File: src/rtl/frame_difference_activity_defines.svh
// Assertion macros shared by the frame difference activity RTL.
// Used by the modules that carry concurrent checks; no other dependencies.
`ifndef FRAME_DIFFERENCE_ACTIVITY_DEFINES_SVH
`define FRAME_DIFFERENCE_ACTIVITY_DEFINES_SVH

`ifndef NO_ASSERTIONS

// Same-cycle implication, sampled on clk, idle while arst_n is low.
`define FDA_ASSERT_NOW(label, pre, post) \
	label: assert property (@(posedge clk) disable iff (!arst_n) (pre) |-> (post)) \
		else $error("check failed: same-cycle implication");

// Next-cycle implication, sampled on clk, idle while arst_n is low.
`define FDA_ASSERT_NEXT(label, pre, post) \
	label: assert property (@(posedge clk) disable iff (!arst_n) (pre) |=> (post)) \
		else $error("check failed: next-cycle implication");

`else

`define FDA_ASSERT_NOW(label, pre, post)
`define FDA_ASSERT_NEXT(label, pre, post)

`endif

`endif

File: src/rtl/fda_pkg.sv
// Shared constants, register codes and handshake structs for the frame difference block.
// No dependencies; every RTL module of the block imports it.
package fda_pkg;

	// Frame store geometry.
	localparam int MAX_PIXELS = 131072;
	localparam int IDX_W      = $clog2(MAX_PIXELS);
	localparam int CNT_W      = IDX_W + 1;
	localparam int PIX_W      = 8;

	// Activity fraction in Q0.16, one extra bit so that a full frame reads as 1.0.
	localparam int FRAC_BITS = 16;
	localparam int FRAC_W    = FRAC_BITS + 1;
	localparam int STEP_W    = $clog2(FRAC_BITS);
	localparam logic [FRAC_W-1:0] FRAC_ONE = FRAC_W'(1) << FRAC_BITS;

	// Configuration port.
	localparam int PADDR_W = 3;
	localparam int PDATA_W = 32;
	localparam logic [PIX_W-1:0] THRESHOLD_RESET    = PIX_W'(30);
	localparam logic [CNT_W-1:0] FRAME_PIXELS_RESET = CNT_W'(76800);
	localparam logic [CNT_W-1:0] LEN_MAX            = CNT_W'(MAX_PIXELS);

	// Register index, taken from the word address bit of paddr.
	typedef enum logic [0:0] {
		REG_THRESHOLD    = 1'b0,
		REG_FRAME_PIXELS = 1'b1
	} reg_idx_t;

	// End-of-frame request to the divider.
	typedef struct packed {
		logic [CNT_W-1:0] count;
		logic [CNT_W-1:0] len;
	} div_req_t;

	// Finished frame result.
	typedef struct packed {
		logic [CNT_W-1:0]  changed;
		logic [FRAC_W-1:0] fraction;
	} div_res_t;

endpackage

File: src/rtl/fda_divider.sv
// Iterative divider for the activity fraction: one quotient bit per cycle, with saturation at 1.0.
// Depends on fda_pkg and the assertion macros header.
`include "frame_difference_activity_defines.svh"

module fda_divider (
	input  logic                clk,
	input  logic                arst_n,
	input  logic                req_valid,
	output logic                req_ready,
	input  fda_pkg::div_req_t   req,
	output logic                res_valid,
	input  logic                res_take,
	output fda_pkg::div_res_t   res
);
	import fda_pkg::*;

	typedef enum logic [2:0] {
		DIV_IDLE = 3'b001,
		DIV_RUN  = 3'b010,
		DIV_DONE = 3'b100
	} div_state_t;

	localparam logic [STEP_W-1:0] STEP_LAST = STEP_W'(FRAC_BITS - 1);

	div_state_t         state_q;
	logic [CNT_W-1:0]   rem_q;
	logic [CNT_W-1:0]   div_q;
	logic [FRAC_BITS-1:0] quo_q;
	logic [STEP_W-1:0]  step_q;
	logic [CNT_W-1:0]   changed_q;
	logic [FRAC_W-1:0]  frac_q;

	logic [CNT_W:0]       trial;
	logic                 fits;
	logic [CNT_W-1:0]     rem_next;
	logic [FRAC_BITS-1:0] quo_next;

	// One restoring step: shift the remainder, subtract the frame length if it fits.
	always_comb begin
		trial    = {rem_q, 1'b0};
		fits     = trial >= {1'b0, div_q};
		rem_next = fits ? CNT_W'(trial - {1'b0, div_q}) : trial[CNT_W-1:0];
		quo_next = {quo_q[FRAC_BITS-2:0], fits};
	end

	// Control sequence.
	always_ff @(posedge clk or negedge arst_n) begin
		if (!arst_n) begin
			state_q <= DIV_IDLE;
			step_q  <= '0;
		end else begin
			unique case (state_q)
				DIV_IDLE: begin
					if (req_valid) begin
						step_q  <= '0;
						state_q <= (req.count >= req.len) ? DIV_DONE : DIV_RUN;
					end
				end
				DIV_RUN: begin
					step_q <= step_q + STEP_W'(1);
					if (step_q == STEP_LAST) begin
						state_q <= DIV_DONE;
					end
				end
				DIV_DONE: begin
					if (res_take) begin
						state_q <= DIV_IDLE;
					end
				end
				default: state_q <= DIV_IDLE;
			endcase
		end
	end

	// Datapath. A count at or above the frame length saturates to 1.0.
	always_ff @(posedge clk) begin
		if (state_q == DIV_IDLE && req_valid) begin
			changed_q <= req.count;
			div_q     <= req.len;
			rem_q     <= req.count;
			quo_q     <= '0;
			frac_q    <= FRAC_ONE;
		end else if (state_q == DIV_RUN) begin
			rem_q <= rem_next;
			quo_q <= quo_next;
			if (step_q == STEP_LAST) begin
				frac_q <= {1'b0, quo_next};
			end
		end
	end

	assign req_ready    = (state_q == DIV_IDLE);
	assign res_valid    = (state_q == DIV_DONE);
	assign res.changed  = changed_q;
	assign res.fraction = frac_q;

	// The running remainder stays below the divisor.
	`FDA_ASSERT_NOW(a_rem_below_len, state_q == DIV_RUN, rem_q < div_q)
	// A finished fraction never exceeds 1.0.
	`FDA_ASSERT_NOW(a_frac_range, state_q == DIV_DONE, frac_q <= FRAC_ONE)
	// A started division finishes after one quotient bit per cycle.
	`FDA_ASSERT_NEXT(a_run_ends, state_q == DIV_RUN && step_q == STEP_LAST, state_q == DIV_DONE)

endmodule

File: config.mk
export PLATFORM = sky130hd
export DESIGN_NAME = fda_divider
export DESIGN_NICKNAME = d
export VERILOG_FILES = /design/src/rtl/fda_pkg.sv /design/src/rtl/fda_divider.sv
export VERILOG_INCLUDE_DIRS = /design/src /design/src/rtl
export SDC_FILE = /design/constraint.sdc
export NUM_CORES = 1
export LEC_CHECK = 0
export ABC_CLOCK_PERIOD_IN_PS = 2700
export BUFFER_PORTS_ARGS = -buffer_cell sky130_fd_sc_hd__buf_2
export CAP_MARGIN = 5
export CORE_ASPECT_RATIO = 2
export CORE_MARGIN = 5
export CORE_UTILIZATION = 40
export DETAILED_ROUTE_END_ITERATION = 7
export PLACE_DENSITY_LB_ADDON = 0.05
export SYNTH_ARGS = -nofsm -noshare
export SYNTH_HDL_FRONTEND = slang
export SYNTH_SLANG_ARGS = --single-unit
File: constraint.sdc
create_clock -name clk -period 2.7 [get_ports clk]
set_clock_uncertainty 0.05 [all_clocks]
set_input_delay 0.27 -clock clk [delete_from_list [all_inputs] [get_ports clk]]
set_output_delay 0.27 -clock clk [all_outputs]
set_load 0.03 [all_outputs]
==> results of run 1 <==
## cells by family (layout without fill, tap and decap cells)
family	after synthesis	in the layout
muxes	4	4
DFF	93	93
AOI/OAI and AO/OA	147	147
and+or+nand+nor	162	162
xor gates and xnor gates	9	9
adders and majority gates	38	38
other	0	2
buffers and inverters	67	157
## layout by cell type (no fill, tap or decap), types with 4 or more instances in the layout
cell type / netlist / layout
a211oi_1: 6 / 6
a21o_1: 10 / 10
a21oi_1: 54 / 54
a31oi_1: 11 / 11
and2_1: 5 / 5
and3_1: 7 / 7
buf_2: 5 / 76
buf_4: 1 / 20
clkbuf_16: 0 / 10
dfrtp_1: 6 / 6
dfxtp_1: 32 / 32
edfxtp_1: 54 / 54
ha_1: 37 / 37
inv_1: 43 / 42
nand2_1: 78 / 78
nand2b_1: 6 / 6
nand3_1: 7 / 7
nand4_1: 7 / 7
nor2_1: 28 / 28
nor3_1: 4 / 4
o211ai_1: 4 / 4
o21a_1: 4 / 4
o21ai_0: 17 / 17
o21ai_1: 7 / 7
xnor2_1: 7 / 7
## path summary, 6_finish.rpt
path,start,to,slack [ns],cells past startpoint
min,req[18],changed_q[0],0.07,1
min in group asynchronous,arst_n,step_q[3],0.24,2
max,rem_q[3],rem_q[10],0.12,7
max reg2reg,rem_q[3],rem_q[10],0.12,7
min reg2reg,frac_q[16],frac_q[16],0.40,2
max in group asynchronous,arst_n,state_q[0],2.13,2
## cells in the mapped netlist (10+ instances only)
master and count:
ha_1 37, nand2_1 78, a31oi_1 11, edfxtp_1 54, a21oi_1 54, o21ai_0 17
inv_1 43, clkbuf_1 11, dfxtp_1 32, a21o_1 10, nor2_1 28
## sequential cells by signal (all words and copies together), names as in the netlist
signal	count
changed_q	18
div_q	18
frac_q	17
quo_q	15
rem_q	18
state_q	3
step_q	4
## power breakdown
| part | internal (mW) | total (mW) | switching, mW |
|---|---|---|---|
| combinational | 1.32 | 3.42 | 2.10 |
| clock | 0.782 | 1.34 | 0.554 |
| sequential | 1.99 | 2.15 | 0.163 |
## final cells by class
type	count	share of cell area, %
diodes	2	0.0833
clock buffers	11	4.23
well taps	150	3.12
clock inverters	5	1.02
flip-flops and latches	93	40.6
inverters	43	2.69
repair buffers	98	9.33
multi-input cells	360	39.0
## per-layer routing
| metal | vias up | wire (um) |
|---|---|---|
| met5 | - | 0 |
| met4 | 0 | 689 |
| met3 | 31 | 445 |
| met2 | 84 | 7560 |
| met1 | 2009 | 5150 |
| li1 | 2041 | - |
==> results.yml, run 1 <==
outcome:
  status: "finished, final reports clean"
cells_and_area:
  multi_input_area_sq_um: 2340
  fin_cells: 762
  fin_util_pct: 48.2
  drive_above_1_share_pct: 21.8
  nNetsFinal: 683
  design_area_sq_um: 6010
  register_area_sq_um: 2440
  nFillCells: 1221
  area_growth_pct: 18.6
global_route:
  grtUsageMet1_pct: 19.8
  grt_usage_pct: 19.1
  use_met3_pct: 3.60
  busiest_layer: "met2"
  grt_overflow: 0
  met2_usage_pct: 34.1
  grt_antenna_before_repair: 2
  grt_pass1_vias: 4454
  grt_start_max_net_pins: 62
  grt_first_pass_wirelength_mm: 22.1
placed_design:
  gp_congestion: 0.860
  dpl_worst_slack_ns: 0.132
  portBuffers: 76
  placed_area_sq_um: 5680
  post-dp-hpwl_mm: 11.0
  dpl.cell_count: 743
yosys:
  syn-num-nets: 598
  ys.flop_type: "edfxtp_1"
  ys_seq_area_share_pct: 48.1
  yosys.area_share.adder_pct: 9.53
  synth-seq-cells: 93
  yosysTopAreaCellShare_pct: 32.0
  synth_top_cell_by_area: "edfxtp_1"
  synthCells: 520
  syn_area_per_cell_sq_um: 9.74
  ys_async_sr_fraction_pct: 7.53
  synth_edf_count: 54
  synth-compound-area-share_pct: 19.3
  synthDistinctLibCells: 65
  synth_warnings: 0
  synth_top_family_by_area: "compound AO/OA/AOI/OAI gates"
  synthTopCellsByArea: "edfxtp_1 32%, dfxtp_1 13%, ha_1 9.1%, nand2_1 5.8%, a21oi_1 5.3%"
  synthXorXnorAreaFrac_pct: 1.56
  synth.area.mux_share_pct: 0.815
  netlist_area_sq_um: 5070
  synth-simple-area-share_pct: 15.0
clock_network:
  cts_max_level: 3
  cts_root_buffer: "clkbuf_16"
  post_cts_buffers: 0
  cts_resized: 0
  cts_tree: "done"
  cts_buffers: 9
  clkSinkCount: 93
  ctsHoldBuffers: 1
  clk_pin_slew_ns: 0.07
  clock_latency_ns: 0.34
  cts_max_path_buffers: 2
power_and_ir_drop:
  leakage_nw: 2.58
  ir_drop_mv: 0.789
  fin_total_pwr_mw: 6.90
  cellPowerDensity_nw_per_um2: 1150
hold_path:
  min_path_type: "input pin to flip-flop"
die:
  die-area_sq_um: 15200
  die_h_um: 169
  initial_core_util_pct: 40.6
  rows: 58
  core_sq_um: 12500
  ios: 77
  die_w_um: 89.6
sta:
  clock.fmax_ghz: 0.387
  worst_slack_ns: 0.119
  setup_tns_ns: 0
  max_slew.worst_pin.slew_ns: 0.534
  hold_viol_final: 0
  period_minus_slack_ns: 2.58
  slew_violations: 0
  rsz0062_at_grt: "no"
  relSlewSlack_pct: 64.3
  finalCritPeriodShare_pct: 95.6
  setup_viol: 0
  holdWs_ns: 0.0672
critical_path:
  crit_type: "flip-flop to flip-flop"
  slowest_delay_ns: 0.39
  end_kind: "flip-flop"
  arrival_ns: 2.62
  path_cells: "ha_1, a21o_1, a211o_1, o21ai_4, a211o_2, nand2_1, a31o_2"
  path_max_fanout: 15
  crit_family: "compound AO/OA/AOI/OAI gates"
  cpMaxStageDelayCell: "edfxtp_1"
  cp_num_buf_inv: 0
  startpoint_type: "flip-flop"
  cp.required_ns: 2.74
detailed_routing:
  drc_errors: 0
  drt-total-wl_mm: 13.9
  ant_nets: 0
  initialDrtViolationCount: 147
  firstDrtPassIters: 4
  via_per_inst: 5.47
  wl_per_cell_um: 18.2
  vias: 4165
flow_run:
  drv_cap: 0
No activity file was read; power rests on OpenSTA's default activity.
==> inputs of run 2 (changes only) <==
- REMOVE_ABC_BUFFERS: default -> 1
==> results.yml, run 2 (synthesis results as in run 1) <==
clock_network:
  clkSinkCount: 93
  cts_root_buffer: "clkbuf_16"
  cts_tree: "done"
  cts_buffers: 9
  clk_pin_slew_ns: 0.07
  cts_max_level: 3
  clock_latency_ns: 0.34
  cts_max_path_buffers: 2
critical_path:
  path_cells: "ha_1, a21o_1, a211o_1, o21ai_4, buf_4, nand2b_1, a2111oi_2, o31ai_1"
  reg2reg_from: "rem_q[3]"
  crit_family: "compound AO/OA/AOI/OAI gates"
  cp_num_buf_inv: 1
  reg2reg_setup_slack_ns: 0.12
  r2r_end: "rem_q[15]"
  slowest_delay_ns: 0.39
  cpMaxStageDelayCell: "edfxtp_1"
  crit_type: "flip-flop to flip-flop"
  end_kind: "flip-flop"
  reg2reg_depth: 8
  path_max_fanout: 4
  arrival_ns: 2.62
  cp.required_ns: 2.74
  startpoint_type: "flip-flop"
detailed_routing:
  drc_errors: 0
  vias: 4142
  via_per_inst: 5.47
  wl_per_cell_um: 17.7
  firstDrtPassIters: 5
  initialDrtViolationCount: 238
  drt-total-wl_mm: 13.4
  ant_nets: 0
power_and_ir_drop:
  p_int_mw: 4.11
  ir_drop_mv: 0.441
  cellPowerDensity_nw_per_um2: 1150
  pwr-share-comb_pct: 49.2
  p_seq_share_pct: 30.9
  pwr-share-clk_pct: 19.9
  switching_share_pct: 40.8
  leakage_nw: 2.57
  power.switching_mw: 2.83
cells_and_area:
  nFillCells: 1249
  antenna_cells: 0
  fin_cells: 757
  area_growth_pct: 18.8
  drive_above_1_share_pct: 21.7
  nNetsFinal: 680
  layout.cells.most_common: "nand2_1"
  top_regs: "changed_q: 18 flops, div_q: 18 flops, rem_q: 18 flops"
  mostFrequentLayoutCells: "78 x nand2_1, 76 x buf_2, 54 x a21oi_1, 54 x edfxtp_1, 42 x inv_1"
die:
  die_h_um: 169
  initial_core_util_pct: 40.6
  ios: 77
  rows: 58
  die_w_um: 89.6
  core_sq_um: 12500
  die-area_sq_um: 15200
hold_path:
  holdPathEnd: "div_q[3]"
  min_from: "req[3]"
  holdPathStages: 1
  min_path_type: "input pin to flip-flop"
outcome:
  status: "finished, final reports clean"
sta:
  finalCritPeriodShare_pct: 95.4
  max_slew.worst_pin.slew_ns: 0.584
  slew_violations: 0
  relSlewSlack_pct: 60.7
  clock.fmax_ghz: 0.388
  period_minus_slack_ns: 2.58
  setup_viol: 0
  hold_viol_final: 0
  rsz0062_at_grt: "no"
  holdWs_ns: 0.0639
global_route:
  grt_overflow: 0
  grt_antenna_before_repair: 0
  grt_first_pass_wirelength_mm: 21.9
  grt_start_max_net_pins: 84
  grt_usage_pct: 18.7
  grt_pass1_vias: 4411
placed_design:
  gp_congestion: 0.869
  post-dp-hpwl_mm: 9.98
  dpl.cell_count: 740
  portBuffers: 76
flow_run:
  drv_cap: 0
run 2: changes by cell type in the layout (fill, tap and decap cells not counted), moves of 2 or more:
cell | previous run | this run
diode_2 | 2 | 0
ha_2 | 0 | 2
clkbuf_8 | 0 | 2
buf_4 | 20 | 16
ha_1 | 37 | 35
run 2: worst reg2reg max path: stages, from the launching register on:
cell       delay, ns
edfxtp_1        0.39
ha_1            0.37
a21o_1          0.23
a211o_1         0.32
o21ai_4         0.20
buf_4           0.16
nand2b_1        0.11
a2111oi_2       0.37
o31ai_1         0.11
run 2: final cells by class:
cell class | instances | area (sq um) | area share, %
clock buffers | 13 | 303 | 5.03
well taps | 150 | 188 | 3.12
multi-input cells | 360 | 2350 | 39.0
flip-flops and latches | 93 | 2440 | 40.5
inverters | 43 | 161 | 2.68
clock inverters | 3 | 28.8 | 0.478
repair buffers | 95 | 551 | 9.15
run 2: power by group through the flow:
stage / Clock (mW) / Sequential [mW] / Combinational, mW
after floorplan: 0 / 2.25 / 2.27
after global placement: 0 / 2.17 / 3.36
after detailed placement: 0 / 2.17 / 3.38
after CTS: 1.41 / 2.15 / 3.40
after global routing: 1.47 / 2.17 / 3.79
final: 1.38 / 2.14 / 3.41
run 2: per-stage QoR:
| step | TNS, ns | area, sq um | power (mW) | util [%] | setup WS, ns |
|---|---|---|---|---|---|
| after global routing | 0 | 6020 | 7.44 | 48.2 | 0.0164 |
| after detailed placement | 0 | 5670 | 5.55 | 45.4 | 0.0976 |
| after floorplan | -156.96 | 4940 | 4.52 | - | -2.10 |
| final | 0 | 6020 | 6.93 | 48.2 | 0.124 |
| after global placement | 0 | 5670 | 5.53 | 45.4 | 0.174 |
| after CTS | 0 | 6010 | 6.96 | 48.1 | 0.0679 |
run 2: worst max-delay path by stage:
stage,from,to,depth (start not counted)
6_report,rem_q[3],rem_q[15],8
5_1_grt,rem_q[13],rem_q[11],7
4_1_cts,rem_q[13],rem_q[11],7
3_5_place_dp,rem_q[13],rem_q[11],7
3_3_place_gp,rem_q[11],rem_q[10],7
2_1_floorplan,state_q[0],rem_q[0],5
run 2: what timing repair did:
action / 4_1_cts / 5_1_grt
endpoints found under the setup margin: 0 / 7
buffers inserted: 0 / 0
endpoints found under the hold margin: 7 / 0
hold buffers: 1 / 0
resized for setup: 0 / 3
run 2: routing by layer:
| metal | GRT usage, % | share of wire (%) |
|---|---|---|
| met5 | 0 | 0 |
| met4 | 7.91 | 3.1 |
| met3 | 3.11 | 3.3 |
| met2 | 34.1 | 55 |
| met1 | 20.5 | 38 |
==> inputs of run 3 (changes only) <==
--- a/config.mk
+++ b/config.mk
@@ -10,4 +10,3 @@
 export BUFFER_PORTS_ARGS = -buffer_cell sky130_fd_sc_hd__buf_2
-export CAP_MARGIN = 5
-export CORE_ASPECT_RATIO = 2
+export CAP_MARGIN = 0
 export CORE_MARGIN = 5
==> constraint.sdc (replaced) <==
create_clock -name clk -period 2.7 [get_ports clk]
set_clock_uncertainty 0.05 [all_clocks]
set_input_delay 0.135 -clock clk [delete_from_list [all_inputs] [get_ports clk]]
set_output_delay 0.135 -clock clk [all_outputs]
set_load 0.03 [all_outputs]
==> results.yml, run 3 (synthesis results as in run 1) <==
outcome:
  status: "finished, final reports clean"
global_route:
  grt_first_pass_wirelength_mm: 21.6
  use_met3_pct: 4.56
  grt_usage_pct: 18.7
  grtUsageMet1_pct: 24.1
  met2_usage_pct: 29.4
  grt_overflow: 0
  grt_start_max_net_pins: 63
  grt_antenna_before_repair: 0
  busiest_layer: "met2"
  grt_pass1_vias: 4263
placed_design:
  placed_area_sq_um: 5720
  portBuffers: 76
  post-dp-hpwl_mm: 9.46
  dpl_worst_slack_ns: 0.121
  gp_congestion: 0.946
clock_network:
  cts_root_buffer: "clkbuf_16"
  clkSinkCount: 93
  clock_latency_ns: 0.35
  clk_pin_slew_ns: 0.06
  cts_max_path_buffers: 2
  cts_tree: "done"
  cts_buffers: 9
  post_cts_buffers: 0
  cts_max_level: 3
critical_path:
  crit_type: "flip-flop to flip-flop"
  reg2reg_setup_slack_ns: 0.17
  path_max_fanout: 5
  arrival_ns: 2.57
  cp.required_ns: 2.74
  end_kind: "flip-flop"
  startpoint_type: "flip-flop"
  reg2reg_from: "rem_q[3]"
  crit_start: "rem_q[3]"
power_and_ir_drop:
  cellPowerDensity_nw_per_um2: 1070
  ir_drop_mv: 0.493
  leakage_nw: 2.72
  fin_total_pwr_mw: 6.81
cells_and_area:
  antenna_cells: 0
  drive_above_1_share_pct: 20.4
  nNetsFinal: 719
  nFillCells: 1202
  design_area_sq_um: 6390
  fin_util_pct: 51.0
  layout.cells.most_common: "nand2_1"
  mostFrequentLayoutCells: "78 x nand2_1, 76 x buf_2, 54 x a21oi_1, 54 x edfxtp_1, 42 x inv_1"
  top_regs: "changed_q: 18 flops, div_q: 18 flops, rem_q: 18 flops"
  area_growth_pct: 26.0
die:
  die-area_sq_um: 15000
  die_w_um: 123
  core_sq_um: 12500
  die_h_um: 123
  rows: 41
  ios: 77
  initial_core_util_pct: 40.5
detailed_routing:
  vias: 4264
  ant_nets: 0
  drt-total-wl_mm: 13.4
  initialDrtViolationCount: 250
  drc_errors: 0
  firstDrtPassIters: 4
  wl_per_cell_um: 16.3
  via_per_inst: 5.21
sta:
  hold_viol_final: 0
  relSlewSlack_pct: 63.7
  period_minus_slack_ns: 2.53
  worst_slack_ns: 0.173
  finalCritPeriodShare_pct: 93.6
  clock.fmax_ghz: 0.396
  setup_tns_ns: 0
  rsz0062_at_grt: "no"
  setup_viol: 0
  slew_violations: 0
  max_slew.worst_pin.slew_ns: 0.540
flow_run:
  drv_cap: 0
hold_path:
  min_path_type: "input pin to asynchronous set/reset pin"
run 3: worst paths after layout:
kind | cells past startpoint | end
min | 2 | step_q[2]
max in group asynchronous | 2 | state_q[0]
min in group clk | 3 | changed_q[11]
max | 7 | rem_q[15]
min reg2reg | 2 | frac_q[16]
max reg2reg | 7 | rem_q[15]
run 3: worst max-delay path: stages (launching register included):
cell and delay (ns):
edfxtp_1 0.39, ha_1 0.37, a21o_1 0.22, a211o_1 0.32
o21ai_4 0.23, nand2b_1 0.18, a2111oi_2 0.39, o31ai_1 0.11
run 3: layout make-up:
cell class | instances | area, sq um | share of cell area, %
Clock buffer | 11 | 243 | 3.80
Multi-Input combinational cell | 360 | 2350 | 36.7
Clock inverter | 5 | 33.8 | 0.529
Tap cell | 172 | 215 | 3.37
Sequential cell | 93 | 2440 | 38.2
Timing Repair Buffer | 134 | 948 | 14.8
Inverter | 43 | 161 | 2.53
run 3: timing repair:
item | CTS | global route
hold buffers | 38 | 0
endpoints found under the hold margin | 44 | 0
gates resized for setup | 0 | 2
endpoints found under the setup margin | 0 | 1
run 3: per-stage QoR:
| stage | cells | hold WS [ns] |
|---|---|---|
| after global routing | 818 | 0.0914 |
| after floorplan | 496 | -0.211 |
| after global placement | 764 | -0.0765 |
| final | 818 | 0.0970 |
| after detailed placement | 764 | -0.0712 |
| after CTS | 818 | 0.0953 |
run 3: per-layer routing:
metal  up-vias  share of wire [%]
met5         -                  0
met4         0                3.2
met3        25                6.0
met2       115                 45
met1      2013                 45
li1       2111                  -
run 3: power breakdown:
part / leakage [nW] / internal, mW / switching (mW)
combinational: 1.72 / 1.39 / 2.07
clock: 0.140 / 0.652 / 0.551
sequential: 0.859 / 1.99 / 0.160
total: 2.72 / 4.03 / 2.78
